`config.mk`:
```
export PLATFORM = sky130hd
export DESIGN_NAME = lzrw_front
export DESIGN_NICKNAME = d
export VERILOG_FILES = /design/src/lzrw_pkg.sv /design/src/lzrw_front.sv
export SDC_FILE = /design/constraint.sdc
export NUM_CORES = 1
export LEC_CHECK = 0
export ABC_CLOCK_PERIOD_IN_PS = 8920
export BUFFER_PORTS_ARGS = -buffer_cell sky130_fd_sc_hd__buf_2
export CAP_MARGIN = 20
export CORE_MARGIN = 3
export CORE_UTILIZATION = 37
export DETAILED_ROUTE_END_ITERATION = 8
export HOLD_SLACK_MARGIN = 0.15
export PLACE_DENSITY = 0.53
export SETUP_SLACK_MARGIN = 0.3
export SYNTH_ARGS = -nofsm -noshare
export SYNTH_HDL_FRONTEND = slang
export SYNTH_SLANG_ARGS = --single-unit
export TNS_END_PERCENT = 10
```
`constraint.sdc`:
```
create_clock -name clk -period 8.92 [get_ports clk]
set_input_delay 2.676 -clock clk [delete_from_list [all_inputs] [get_ports clk]]
set_output_delay 2.676 -clock clk [all_outputs]
set_load 0.03 [all_outputs]
```
`src/lzrw_pkg.sv`:
```
// Shared types and constants of the LZSS ring window decoder.
`timescale 1ns / 1ps

package lzrw_pkg;

	// History window
	localparam int WIN_SIZE = 4096;
	localparam int WIN_AW = $clog2(WIN_SIZE);
	localparam int FILL_W = WIN_AW + 1;
	localparam logic [WIN_AW-1:0] POS_START = WIN_AW'(12'hFEE);

	// Output count and expected length
	localparam int COUNT_W = 24;
	localparam int LEN_W = 24;
	localparam int CMP_W = (COUNT_W > LEN_W) ? COUNT_W : LEN_W;

	// Match length field: low nibble plus three, so 3 to 18
	localparam int MLEN_W = 5;
	localparam logic [MLEN_W-1:0] MATCH_MIN = MLEN_W'(3);

	// Token phases
	localparam logic [1:0] PH_SHIFT = 2'd0;
	localparam logic [1:0] PH_FRESH = 2'd1;
	localparam logic [1:0] PH_MATCH2 = 2'd2;

	// Command queue and output queue depths
	localparam int Q_DEPTH = 2;
	localparam int QP_W = (Q_DEPTH > 1) ? $clog2(Q_DEPTH) : 1;
	localparam int QC_W = $clog2(Q_DEPTH + 1);
	localparam int OUT_DEPTH = 2;
	localparam int OP_W = (OUT_DEPTH > 1) ? $clog2(OUT_DEPTH) : 1;
	localparam int OC_W = $clog2(OUT_DEPTH + 1);

	typedef enum logic [1:0] {
		CMD_NONE,
		CMD_LIT,
		CMD_MATCH,
		CMD_END
	} cmd_kind_t;

	typedef struct packed {
		cmd_kind_t kind;
		logic restart;
		logic [7:0] data;
		logic [WIN_AW-1:0] src;
		logic [MLEN_W-1:0] len;
	} cmd_t;

	typedef enum logic {
		BK_IDLE,
		BK_COPY
	} bk_state_t;

endpackage

```
`src/lzrw_front.sv`:
```
// Front end: accepts compressed bytes, tracks flags and count, emits commands.
`timescale 1ns / 1ps

module lzrw_front (
	input  logic                        clk,
	input  logic                        arst_n,
	input  logic                        cfg_we,
	input  logic [lzrw_pkg::LEN_W-1:0]  cfg_wdata,
	input  logic                        in_valid,
	output logic                        in_ready,
	input  logic [7:0]                  data_byte,
	input  logic                        start_stream,
	output logic                        push_valid,
	input  logic                        push_ready,
	output lzrw_pkg::cmd_t              push_cmd
);

	logic [lzrw_pkg::LEN_W-1:0]   exp_len_q;
	logic [8:0]                   flags_q;
	logic [1:0]                   phase_q;
	logic [7:0]                   plow_q;
	logic [lzrw_pkg::COUNT_W-1:0] count_q;
	logic                         ended_q;

	logic [8:0]                   n_flags;
	logic [1:0]                   n_phase;
	logic [7:0]                   n_plow;
	logic [lzrw_pkg::COUNT_W-1:0] n_count;
	logic                         n_ended;
	lzrw_pkg::cmd_kind_t          kind;
	logic [lzrw_pkg::MLEN_W-1:0]  mlen;
	logic [lzrw_pkg::COUNT_W:0]   sum;
	logic [lzrw_pkg::COUNT_W-1:0] sat_count;
	logic                         accept;

	assign in_ready = push_ready;
	assign accept = in_valid & in_ready;

	// Match length from the low nibble
	assign mlen = lzrw_pkg::MLEN_W'(data_byte[3:0]) + lzrw_pkg::MATCH_MIN;

	// Classify the beat against the flag and phase state
	always_comb begin
		logic [8:0]                   f_flags;
		logic [1:0]                   f_phase;
		logic [7:0]                   f_plow;
		logic [lzrw_pkg::COUNT_W-1:0] f_count;
		logic                         f_ended;
		logic [8:0]                   shifted;
		logic [8:0]                   tok_flags;
		logic                         reached;
		logic                         fetch;
		f_flags = start_stream ? 9'd0 : flags_q;
		f_phase = start_stream ? lzrw_pkg::PH_SHIFT : phase_q;
		f_plow = start_stream ? 8'd0 : plow_q;
		f_count = start_stream ? '0 : count_q;
		f_ended = start_stream ? 1'b0 : ended_q;
		reached = lzrw_pkg::CMP_W'(f_count) >= lzrw_pkg::CMP_W'(exp_len_q);
		shifted = {1'b0, f_flags[8:1]};
		tok_flags = f_flags;
		fetch = 1'b0;
		n_flags = f_flags;
		n_phase = f_phase;
		n_plow = f_plow;
		n_ended = f_ended;
		kind = lzrw_pkg::CMD_NONE;
		sum = {1'b0, f_count};
		if (f_ended) begin
			kind = lzrw_pkg::CMD_END;
		end else if (f_phase == lzrw_pkg::PH_MATCH2) begin
			kind = lzrw_pkg::CMD_MATCH;
			sum = {1'b0, f_count} + (lzrw_pkg::COUNT_W+1)'(mlen);
			n_phase = lzrw_pkg::PH_SHIFT;
		end else begin
			if (f_phase != lzrw_pkg::PH_FRESH) begin
				if (shifted <= 9'd1) begin
					fetch = 1'b1;
					if (reached) begin
						kind = lzrw_pkg::CMD_END;
						n_ended = 1'b1;
					end else begin
						n_flags = {1'b1, data_byte};
						n_phase = lzrw_pkg::PH_FRESH;
					end
				end else begin
					n_flags = shifted;
					tok_flags = shifted;
				end
			end
			if (!fetch) begin
				if (tok_flags[0]) begin
					if (reached) begin
						kind = lzrw_pkg::CMD_END;
						n_ended = 1'b1;
					end else begin
						kind = lzrw_pkg::CMD_LIT;
						sum = {1'b0, f_count} + (lzrw_pkg::COUNT_W+1)'(1);
						n_phase = lzrw_pkg::PH_SHIFT;
					end
				end else begin
					n_plow = data_byte;
					n_phase = lzrw_pkg::PH_MATCH2;
				end
			end
		end
	end

	// Saturate the count at all ones
	assign sat_count = sum[lzrw_pkg::COUNT_W] ? '1 : sum[lzrw_pkg::COUNT_W-1:0];
	assign n_count = sat_count;

	// Build the command for the back end
	assign push_valid = accept & ((kind != lzrw_pkg::CMD_NONE) | start_stream);
	assign push_cmd.kind = kind;
	assign push_cmd.restart = start_stream;
	assign push_cmd.data = data_byte;
	assign push_cmd.src = {data_byte[7:4], plow_q};
	assign push_cmd.len = mlen;

	// Hold the expected length
	always_ff @(posedge clk or negedge arst_n) begin
		if (!arst_n) begin
			exp_len_q <= '0;
		end else if (cfg_we) begin
			exp_len_q <= cfg_wdata;
		end
	end

	// Advance the decode state on each accepted beat
	always_ff @(posedge clk or negedge arst_n) begin
		if (!arst_n) begin
			flags_q <= 9'd0;
			phase_q <= lzrw_pkg::PH_SHIFT;
			plow_q <= 8'd0;
			count_q <= '0;
			ended_q <= 1'b0;
		end else if (accept) begin
			flags_q <= n_flags;
			phase_q <= n_phase;
			plow_q <= n_plow;
			count_q <= n_count;
			ended_q <= n_ended;
		end
	end

endmodule

```
==> results.ini <==
[run_status]
outcome = finished clean

[pwr]
ir_drop_uv = 124
clockPowerShare = 0.344
seqPwrFrac = 0.395
leakage_nw = 2.51
switching_share = 0.334
p_int_uw = 646
combPwrFrac = 0.261
p_sw_uw = 324
p_per_area_nw_per_um2 = 184

[grt]
grt_usage = 0.195
grt_pass1_vias = 4166
grt_first_pass_wirelength_um = 21900
grt_overflow_total = 0
antenna_found_initial = 0
grt_start_max_net_pins = 69

[route]
drt_pass1_iterations = 5
viasPerCell = 5.58
via_count = 4297
finalWirelength_um = 13100
drc_errors = 0
drt_iter0_drc = 415
ant_nets = 0
wl_per_cell_um = 17.0

[logic_synthesis]
netlist_instances = 551
synth_edf_count = 0
synth_area_per_cell_um2 = 8.33
ys_seq_area_frac = 0.371
ys_warn_count = 0
synth_ff_type = dfrtp_1
synth_cell_types = 64
synth_area_um2 = 4590
synth.ff_latch_count = 68
syn_nets = 620
async_flop_share = 1.00

[floorplanning]
die_w_um = 117
ios = 68
core_um2 = 12100
die_y_um = 117
rows = 40
die-area_um2 = 13800
initial_core_util = 0.380

[sta]
final.setup.worst_slack_ns = 0.714
maxSlewHeadroom = 0.375
slew_viol_final = 0
period_needed_ns = 8.21
setup_viol = 0
worst_pin_slew_ns = 0.928
fin_tns_setup_ns = 0
skew_ns = 0.00656
post-route-period-util = 0.920
clock.fmax_mhz = 122
hold_viol = 0
rsz0062_at_grt = no

[final_layout]
insertedDiodeCount = 0
final_area_um2 = 5270
instances_no_fill = 770
post-route-util = 0.437
drive_above_1_share = 0.164
final_nets = 667
syn_to_final_growth_pct = 14.7

[place]
placed_area_um2 = 4990
place_inst = 755
post-place-ws_ns = 0.584
place.gp.congestion = 0.926
port_buffers = 67
dp_hpwl_um = 9520

[clocking]
clock_sink_count = 68
cts_tree = yes
clockBufferDepth = 2
clk_root_buffer_cell = clkbuf_16
htree_levels = 3
clock_latency_ns = 0.34
post_cts_buffers = 0
clkTransAtPathRegs_ns = 0.05
cts_hold_buf = 0
cts_inserted_buffers = 9

[critical_path]
r2r_start = count_q[6]
reg2reg_depth = 11
cp.arrival_ns = 5.53
cpPeakStageDelay_ns = 0.42
end_kind = output port
path_class = input pin to output port
cpMaxStageDelayCell = or3_1
reg2reg_slack_ns = 5.10
reg2reg_to = count_q[0]
cp-start-kind = input pin
crit_chain = clkbuf_4 > nor2b_1 > ha_1 > o211ai_1 > a21oi_1 > o41ai_1 > a21oi_1 > or3_1 > o311ai_1 > a31oi_2 > buf_2
crit_fanout = 34
crit_top_cell = a21oi_1
cpLargestDelayFamily = compound AO/OA/AOI/OAI gates
crit_required_ns = 6.24
cp.buffers_inverters = 2

[hold_path]
worstHoldStart = plow_q[7]
whs_path_depth = 1
hold_path_end = plow_q[7]
hold_path.class = register to register

[job]
drv_cap = 0

[worst max path at each step]
stage	from	to	slack, ns	cells past startpoint
after floorplan	start_stream	push_cmd[26]	0.38	13
after global placement	start_stream	push_valid	0.66	11
after detailed placement	start_stream	push_valid	0.58	11
after CTS	start_stream	push_valid	0.57	11
after global routing	start_stream	push_valid	0.42	11
final	start_stream	push_valid	0.71	11
[layer usage]
layer	wire, µm	GRT usage	up-vias
met2	5650	0.285	176
li1	-	-	2061
met5	0	0	-
met1	6310	0.284	2043
met3	914	0.0366	17
met4	252	0.0740	0
[state kept, by name, indices dropped and copies added, names as in the netlist]
| register | count |
|---|---|
| phase_q | 2 |
| ended_q | 1 |
| exp_len_q | 24 |
| plow_q | 8 |
| flags_q | 9 |
| count_q | 24 |
[kinds of logic (layout without fill, tap and decap cells)]
kind of cell,after synthesis,count (layout),synth area share
and+or+nand+nor,210,210,0.227
DFF,68,68,0.371
AOI/OAI and AO/OA,154,154,0.215
buffers and inverters,74,125,0.0725
muxes,7,7,0.0158
adders and majority gates,31,31,0.0862
xor gates and xnor gates,7,7,0.0134
[cell usage after synthesis, types with 5 or more instances]
master	instances	area, µm²
dfrtp_1	68	1700
nand2_1	59	221
o21ai_0	46	230
nor2_1	43	161
inv_1	35	131
a21oi_1	32	160
ha_1	30	375
nor2b_1	25	156
nand3_1	23	115
clkbuf_1	19	71.3
a31oi_1	16	100
buf_4	14	105
nor3_1	13	65.1
nand4_1	11	68.8
a22o_1	10	87.6
and2_1	9	56.3
and3_1	9	56.3
a22oi_1	7	52.6
a21o_1	6	45.0
mux2i_1	5	50.1
[power groups by stage]
stage	Clock (mW)	Combinational [mW]	Sequential [mW]
floorplan	0	0.163	0.401
global placement	0	0.250	0.387
detailed placement	0	0.253	0.388
CTS	0.341	0.255	0.383
global route	0.355	0.283	0.390
finish	0.334	0.253	0.383
[metrics by stage]
stage / hold WS [ns] / total power, mW
detailed placement: 0.477 / 0.640
floorplan: 0.467 / 0.564
global route: 0.499 / 1.03
global placement: 0.477 / 0.637
finish: 0.493 / 0.970
CTS: 0.497 / 0.978
[cell type report]
| cell class | instances | area [µm²] |
|---|---|---|
| fillers | 1199 | 6800 |
| multi-input cells | 409 | 2560 |
| flip-flops and latches | 68 | 1700 |
| repair buffers | 73 | 383 |
| clock buffers | 13 | 260 |
| well taps | 168 | 210 |
| inverters | 37 | 139 |
| clock inverters | 2 | 10.0 |
[timing repair]
item,4_1_cts,5_1_grt
hold endpoints to repair,0,0
endpoints found under the setup margin,0,1
gates resized for setup,0,1
[placed cells by master (no fill, tap or decap), types with 10 or more instances in the layout]
master	instances
nor2_1	43
nand2_1	59
nand4_1	11
nor2b_1	25
a22o_1	10
buf_2	66
inv_1	35
dfrtp_1	68
a21oi_1	32
ha_1	30
nor3_1	13
a31oi_1	15
o21ai_0	46
nand3_1	23
(Power assumes the default switching activity.)
