===== src/lzrw_pkg.sv =====
// Shared types and constants of the LZSS ring window decoder.
`timescale 1ns / 1ps

package lzrw_pkg;

	// History window
	localparam int WIN_SIZE = 4096;
	localparam int WIN_AW = $clog2(WIN_SIZE);
	localparam int FILL_W = WIN_AW + 1;
	localparam logic [WIN_AW-1:0] POS_START = WIN_AW'(12'hFEE);

	// Output count and expected length
	localparam int COUNT_W = 24;
	localparam int LEN_W = 24;
	localparam int CMP_W = (COUNT_W > LEN_W) ? COUNT_W : LEN_W;

	// Match length field: low nibble plus three, so 3 to 18
	localparam int MLEN_W = 5;
	localparam logic [MLEN_W-1:0] MATCH_MIN = MLEN_W'(3);

	// Token phases
	localparam logic [1:0] PH_SHIFT = 2'd0;
	localparam logic [1:0] PH_FRESH = 2'd1;
	localparam logic [1:0] PH_MATCH2 = 2'd2;

	// Command queue and output queue depths
	localparam int Q_DEPTH = 2;
	localparam int QP_W = (Q_DEPTH > 1) ? $clog2(Q_DEPTH) : 1;
	localparam int QC_W = $clog2(Q_DEPTH + 1);
	localparam int OUT_DEPTH = 2;
	localparam int OP_W = (OUT_DEPTH > 1) ? $clog2(OUT_DEPTH) : 1;
	localparam int OC_W = $clog2(OUT_DEPTH + 1);

	typedef enum logic [1:0] {
		CMD_NONE,
		CMD_LIT,
		CMD_MATCH,
		CMD_END
	} cmd_kind_t;

	typedef struct packed {
		cmd_kind_t kind;
		logic restart;
		logic [7:0] data;
		logic [WIN_AW-1:0] src;
		logic [MLEN_W-1:0] len;
	} cmd_t;

	typedef enum logic {
		BK_IDLE,
		BK_COPY
	} bk_state_t;

endpackage


===== src/lzrw_cmd_queue.sv =====
// Short command queue between the front end and the back end.
`timescale 1ns / 1ps

module lzrw_cmd_queue (
	input  logic           clk,
	input  logic           arst_n,
	input  logic           push_valid,
	output logic           push_ready,
	input  lzrw_pkg::cmd_t push_cmd,
	output logic           pop_valid,
	input  logic           pop,
	output lzrw_pkg::cmd_t pop_cmd
);

	lzrw_pkg::cmd_t            entry_q [lzrw_pkg::Q_DEPTH];
	logic [lzrw_pkg::QP_W-1:0] wptr_q;
	logic [lzrw_pkg::QP_W-1:0] rptr_q;
	logic [lzrw_pkg::QC_W-1:0] cnt_q;
	logic                      do_push;
	logic                      do_pop;

	assign push_ready = cnt_q != lzrw_pkg::QC_W'(lzrw_pkg::Q_DEPTH);
	assign pop_valid = cnt_q != '0;
	assign pop_cmd = entry_q[rptr_q];
	assign do_push = push_valid & push_ready;
	assign do_pop = pop & pop_valid;

	// Store the pushed command
	always_ff @(posedge clk) begin
		if (do_push) begin
			entry_q[wptr_q] <= push_cmd;
		end
	end

	// Advance pointers and occupancy
	always_ff @(posedge clk or negedge arst_n) begin
		if (!arst_n) begin
			wptr_q <= '0;
			rptr_q <= '0;
			cnt_q <= '0;
		end else begin
			if (do_push) begin
				wptr_q <= (wptr_q == lzrw_pkg::QP_W'(lzrw_pkg::Q_DEPTH - 1)) ? '0
					: wptr_q + lzrw_pkg::QP_W'(1);
			end
			if (do_pop) begin
				rptr_q <= (rptr_q == lzrw_pkg::QP_W'(lzrw_pkg::Q_DEPTH - 1)) ? '0
					: rptr_q + lzrw_pkg::QP_W'(1);
			end
			if (do_push && !do_pop) begin
				cnt_q <= cnt_q + lzrw_pkg::QC_W'(1);
			end else if (do_pop && !do_push) begin
				cnt_q <= cnt_q - lzrw_pkg::QC_W'(1);
			end
		end
	end

endmodule


===== config.mk =====
export PLATFORM = sky130hd
export DESIGN_NAME = lzrw_cmd_queue
export DESIGN_NICKNAME = d
export VERILOG_FILES = /design/src/lzrw_pkg.sv /design/src/lzrw_cmd_queue.sv
export SDC_FILE = /design/constraint.sdc
export NUM_CORES = 1
export LEC_CHECK = 0
export ABC_AREA = 1
export BUFFER_PORTS_ARGS = -buffer_cell sky130_fd_sc_hd__buf_2
export CAP_MARGIN = 25
export CORE_ASPECT_RATIO = 0.6
export CORE_UTILIZATION = 44
export DETAILED_ROUTE_END_ITERATION = 16
export PLACE_DENSITY_LB_ADDON = 0.1
export SLEW_MARGIN = 25
export SYNTH_ARGS = -nofsm -noshare
export SYNTH_HDL_FRONTEND = slang
export SYNTH_SLANG_ARGS = --single-unit

===== constraint.sdc =====
create_clock -name clk -period 2.3 [get_ports clk]
set_clock_uncertainty 0.05 [all_clocks]
set_input_delay 0.115 -clock clk [delete_from_list [all_inputs] [get_ports clk]]
set_output_delay 0.115 -clock clk [all_outputs]
set_load 0.01 [all_outputs]

==> flow_summary.toml, run 1 <==
[logic_synthesis]
synth_top_area_cell = "edfxtp_1"
ys_async_sr_fraction_pct = 6.67
synthDistinctLibCells = 14
synth_fa_ha_area_share_pct = 0.553
synthXorXnorAreaFrac_pct = 0.774
ys_seq_area_share_pct = 78.8
ys.flop_type = "edfxtp_1"
synth-seq-cells = 60
synth-edff-count = 56
synth_area_leaders = "edfxtp_1 (74%), nand2_1 (16%), dfrtp_1 (4.4%)"
synth_mux_area_share_pct = 0
yosys.area_share.simple_pct = 16.6
synth_compound_area_share_pct = 0
postSynthCellCount = 175
synth_commonest_cells = "nand2_1 (94), edfxtp_1 (56), inv_1 (6)"
synth_nets = 208
yosysMostFrequentCell = "nand2_1"
ys_warn_count = 0
synth_top_family_by_area = "simple AND/OR/NAND/NOR gates"
synth.top_cell.area_share_pct = 74.3
synth_area_um2 = 2260
avgSynthCellArea_um2 = 12.9

[clock_network]
cts_sinks = 60
cts_tree = "built"
clockBufferDepth = 2
holdBufCountCts = 30
root_buffer = "clkbuf_8"
clkLatencyLatePin_ps = 320
cts_buffers = 9
cts_max_level = 3
post_cts_resized = 0
cts_setup_buffers = 0
clkTransAtPathRegs_ps = 60

[critical_path]
setup.worst_path.start_class = "register"
critical_path.cell_chain = "inv_2 -> nand2_1 -> nand2_1 -> buf_2"
worst_path_most_repeated_cell = "nand2_1"
cp_top_family = "buffers and inverters"
required_ps = 2130
worstSetupEndpointType = "primary output"
crit_type = "reg2out"
worstPathArrival_ps = 1440
crit_buf_inv = 2
critPathMaxFanout = 29
cp_slowest_cell = "inv_2"
worst_path_largest_cell_delay_ps = 390

[drt]
drtAntennaViolNets = 0
via_count = 1490
viasPerCell = 4.34
drt_iter0_markers = 60
routed_wl_mm = 4.20
drtPass1Iterations = 4
wire_per_inst_um = 12.3
drc_errors = 0

[timing]
fin_crit_ps = 1610
max_freq_mhz = 623
setup_ws_ps = 694
rsz0062_at_grt = "no"
max_slew.worst_pin.slew_ps = 506
hold_viol = 0
max-slew-margin-rel_pct = 66.2
period_share_pct = 69.8
finalSetupViolCount = 0
hold_ws_ps = 97.0
finalMaxSlewViolations = 0

[placed_design]
pre_cts_slack_ps = 761
hpwl_mm = 2.46
placed_area_um2 = 2630
io_buffers = 61
dp_cells = 297
gp_congestion = 0.714

[final_layout]
fillers = 372
final_util_pct = 65.6
drive_above_1_share_pct = 28.9
antenna_cells = 0
nNetsFinal = 308
design_area_um2 = 3120
area_growth_syn_to_layout_pct = 37.8
finalNonFillerCells = 343

[floorplanning]
fp.dieH_um = 57.5
design.core.area_um2 = 4750
start_util_pct = 47.6
io_pins = 62
die_x_um = 94.6
die_area_um2 = 5440
rows = 19

[power_and_ir_drop]
p_leak_nw = 1.38
cellPowerDensity_nw_per_um2 = 1170
max-vdd-ir-drop_mv = 0.592

[global_routing]
grt_usage_pct = 17.2
antenna_found_initial = 0
overflow = 0
grt_start_max_net_pins = 30
grt_pass1_wl_mm = 6.53
grt_pass1_vias = 1411

[flow_run]
max_cap_violations = 0

[outcome]
status = "finished, final reports clean"

[hold_path]
hold_path.class = "in2async"
## kinds of logic after synthesis
family / count (synthesis)
adder cells (fa/ha/maj): 1
flip-flops: 60
XOR/XNOR: 2
buffers and inverters: 13
AND/OR/NAND/NOR: 99
## placed cells by master, fill, tap and decap left out
master	count
buf_2	61
buf_4	4
bufinv_16	1
clkbuf_1	1
clkbuf_8	9
clkinv_1	2
clkinv_2	2
clkinvlp_4	1
dfrtp_1	4
dlygate4sd3_1	30
edfxtp_1	56
ha_1	1
inv_1	6
inv_2	1
nand2_1	94
nand3_1	2
nand4_1	1
nor2_2	2
xnor2_1	1
xor2_1	1
## path summary, 6_finish.rpt
kind | from | to | slack (ps) | depth (start not counted)
setup / recovery | rptr_q$_DFFE_PN0P_ | pop_cmd[19] | 690 | 4
hold / removal | arst_n | cnt_q[0]$_DFFE_PN0P_ | 100 | 2
setup reg to reg | cnt_q[0]$_DFFE_PN0P_ | cnt_q[1]$_DFFE_PN0P_ | 750 | 9
hold reg to reg | cnt_q[1]$_DFFE_PN0P_ | cnt_q[1]$_DFFE_PN0P_ | 450 | 2
max in group asynchronous | arst_n | rptr_q$_DFFE_PN0P_ | 1980 | 2
min in group clk | push_valid | wptr_q$_DFFE_PN0P_ | 110 | 3
## stage by stage
step	setup TNS [ps]	total power [W]
6_report	0	0.00363
4_1_cts	0	0.00368
3_5_place_dp	0	0.00277
2_1_floorplan	-1470	0.00235
3_3_place_gp	0	0.00276
5_1_grt	0	0.00388
## layout make-up
| type | count | area, um2 | area share (%) |
|---|---|---|---|
| timing repair buffer | 95 | 636 | 20.4 |
| sequential | 60 | 1780 | 57.2 |
| tap | 63 | 78.8 | 2.53 |
| multi-input combinational | 102 | 412 | 13.2 |
| clock buffer | 10 | 128 | 4.09 |
| inverter | 7 | 26.3 | 0.843 |
| clock inverter | 6 | 55.1 | 1.77 |
## where the power goes
group	leakage [nW]	internal, W	total, W	switching [W]
clock network	0.0911	0.000488	0.000861	0.000373
registers	0.569	0.00150	0.00157	0.0000689
logic	0.721	0.000434	0.00120	0.000769
## layer usage
metal | share of wire, % | wire [um] | track usage, %
met5 | 0 | 0 | 0
met3 | 5.9 | 246 | 7.07
met2 | 46 | 1950 | 27.7
met1 | 47 | 1960 | 21.0
met4 | 0.93 | 39 | 6.49
## sequential cells by signal (all words and copies together) (netlist names)
signal,cells
wptr_q,1
entry_q,56
cnt_q,2
rptr_q,1
(Power assumes the default switching activity.)
==> run 2: changes to the inputs <==
ABC_AREA = 0   (was 1)
clock period = 1.62 ns   (was 2.3 ns; I/O delays follow)
==> flow_summary.toml, run 2 <==
[outcome]
status = "finished, final reports clean"

[clock_network]
clkLatencyLatePin_ps = 320
clkTransAtPathRegs_ps = 60
cts_buffers = 9
cts_tree = "built"
cts_max_level = 3
cts_sinks = 60
root_buffer = "clkbuf_8"
clockBufferDepth = 2

[global_routing]
overflow = 0
grt_start_max_net_pins = 29
antenna_found_initial = 0
grt_usage_pct = 15.2
grt_pass1_wl_mm = 5.77
grt_pass1_vias = 1317

[floorplanning]
rows = 19
fp.dieH_um = 57.5
io_pins = 62
die_x_um = 94.6
design.core.area_um2 = 4750
die_area_um2 = 5440
start_util_pct = 47.6

[logic_synthesis]
synth_nets = 138
avgSynthCellArea_um2 = 21.5
ys_seq_area_share_pct = 78.8
synth-edff-count = 56
yosys.area_share.simple_pct = 1.49
synth_area_leaders = "edfxtp_1 (74%), mux2_2 (9.0%), mux2_4 (6.6%)"
synth_mux_area_share_pct = 15.6
postSynthCellCount = 105
synth_area_um2 = 2260
synth-seq-cells = 60
ys.flop_type = "edfxtp_1"
yosysMostFrequentCell = "edfxtp_1"
synthDistinctLibCells = 16
synth.top_cell.area_share_pct = 74.3
synth_top_area_cell = "edfxtp_1"
synth_commonest_cells = "edfxtp_1 (56), mux2_2 (18), mux2_4 (10)"
ys_async_sr_fraction_pct = 6.67
synth_compound_area_share_pct = 0
ys_warn_count = 0
synth_top_family_by_area = "multiplexers"
synth_fa_ha_area_share_pct = 0.553
synthXorXnorAreaFrac_pct = 1.94

[timing]
period_share_pct = 96.6
finalMaxSlewViolations = 0
fin_crit_ps = 1570
finalSetupViolCount = 0
max_slew.worst_pin.slew_ps = 181
max_freq_mhz = 639
rsz0062_at_grt = "yes"
hold_viol = 0
max-slew-margin-rel_pct = 87.9

[final_layout]
nNetsFinal = 242
final_cell_mix = "buf_2 (61), edfxtp_1 (56), dlygate4sd3_1 (30)"
largest_reg_flops = 56
antenna_cells = 0
drive_above_1_share_pct = 51.4
reg_top3 = "entry_q x56, cnt_q x2"
final_common_cell = "buf_2"
area_growth_syn_to_layout_pct = 41.4
finalNonFillerCells = 277
top_register = "entry_q"

[critical_path]
cp_top_family = "flip-flops"
critical_path.cell_chain = "buf_4 -> mux2_2 -> buf_2"
critPathMaxFanout = 11
worst_path_largest_cell_delay_ps = 390
crit_type = "reg2out"
setup.worst_path.start_class = "register"
required_ps = 1490
worstSetupEndpointType = "primary output"
crit_buf_inv = 2
cp_slowest_cell = "dfrtp_1"
worstPathArrival_ps = 1430

[power_and_ir_drop]
max-vdd-ir-drop_mv = 0.856
p_total_w = 0.00535
p_leak_nw = 1.28
cellPowerDensity_nw_per_um2 = 1670

[drt]
via_count = 1227
drc_errors = 0
drt_iter0_markers = 51
drtAntennaViolNets = 0
wire_per_inst_um = 13.2
viasPerCell = 4.43
routed_wl_mm = 3.65
drtPass1Iterations = 4

[flow_run]
max_cap_violations = 0

[placed_design]
io_buffers = 61
gp_congestion = 0.687
dp_cells = 231

[hold_path]
hold_path.class = "in2async"
[run 2: final timing paths]
kind	from	to	slack, ps	cells past startpoint
min in group clk	push_valid	wptr_q$_DFFE_PN0P_	100	4
worst max register to register	cnt_q[0]$_DFFE_PN0P_	cnt_q[1]$_DFFE_PN0P_	130	6
worst min register to register	cnt_q[1]$_DFFE_PN0P_	cnt_q[1]$_DFFE_PN0P_	460	1
worst min-delay path	arst_n	rptr_q$_DFFE_PN0P_	40	2
max in group asynchronous	arst_n	wptr_q$_DFFE_PN0P_	1360	2
worst max-delay path	rptr_q$_DFFE_PN0P_	pop_cmd[1]	50	3
[run 2: logic make-up (layout without fill, tap and decap cells)]
logic type / Yosys count / in the layout
and+or+nand+nor: 7 / 7
adders and majority gates: 1 / 1
muxes: 28 / 28
xor gates and xnor gates: 5 / 5
DFF: 60 / 60
buffers and inverters: 4 / 113
[run 2: metal layers]
layer  up-vias  wire [um]  track usage, %
met2        43       1780            25.6
met4         0         61            7.79
met3        10        214            6.00
met5         -          0               0
li1        610          -               -
met1       564       1600            16.9
[run 2: repair_timing]
item | CTS | global route
hold endpoints to repair | 61 | 0
hold buffers | 30 | 0
gates resized for setup | 1 | 1
endpoints found under the setup margin | 10 | 9
buffers inserted | 0 | 0
[run 2: per-stage QoR]
step | TNS [ps] | setup slack (ps) | cell area, um2 | hold slack, ps | utilization [%]
6_report | 0 | 54.6 | 3200 | 43.9 | 67.3
3_5_place_dp | 0 | 144 | 2680 | -158 | 56.4
4_1_cts | 0 | 23.4 | 3190 | 45.8 | 67.2
5_1_grt | -15.5 | -5.66 | 3200 | 34.1 | 67.3
3_3_place_gp | 0 | 214 | 2680 | -160 | 56.4
2_1_floorplan | 0 | 14.2 | 2270 | -265 | -
[run 2: cell type report]
cell class              instances  area [um2]
inverters                       1        3.75
clock inverters                 6        78.8
clock buffers                  10         128
well taps                      63        78.8
flip-flops and latches         60        1780
fillers                       337        1560
repair buffers                 96         676
multi-input cells              41         452
[run 2: where the power goes]
group          switching, W  internal [W]  leakage, nW
combinational      0.000828      0.000912        0.601
clock              0.000507      0.000852        0.107
sequential         0.000125       0.00213        0.567
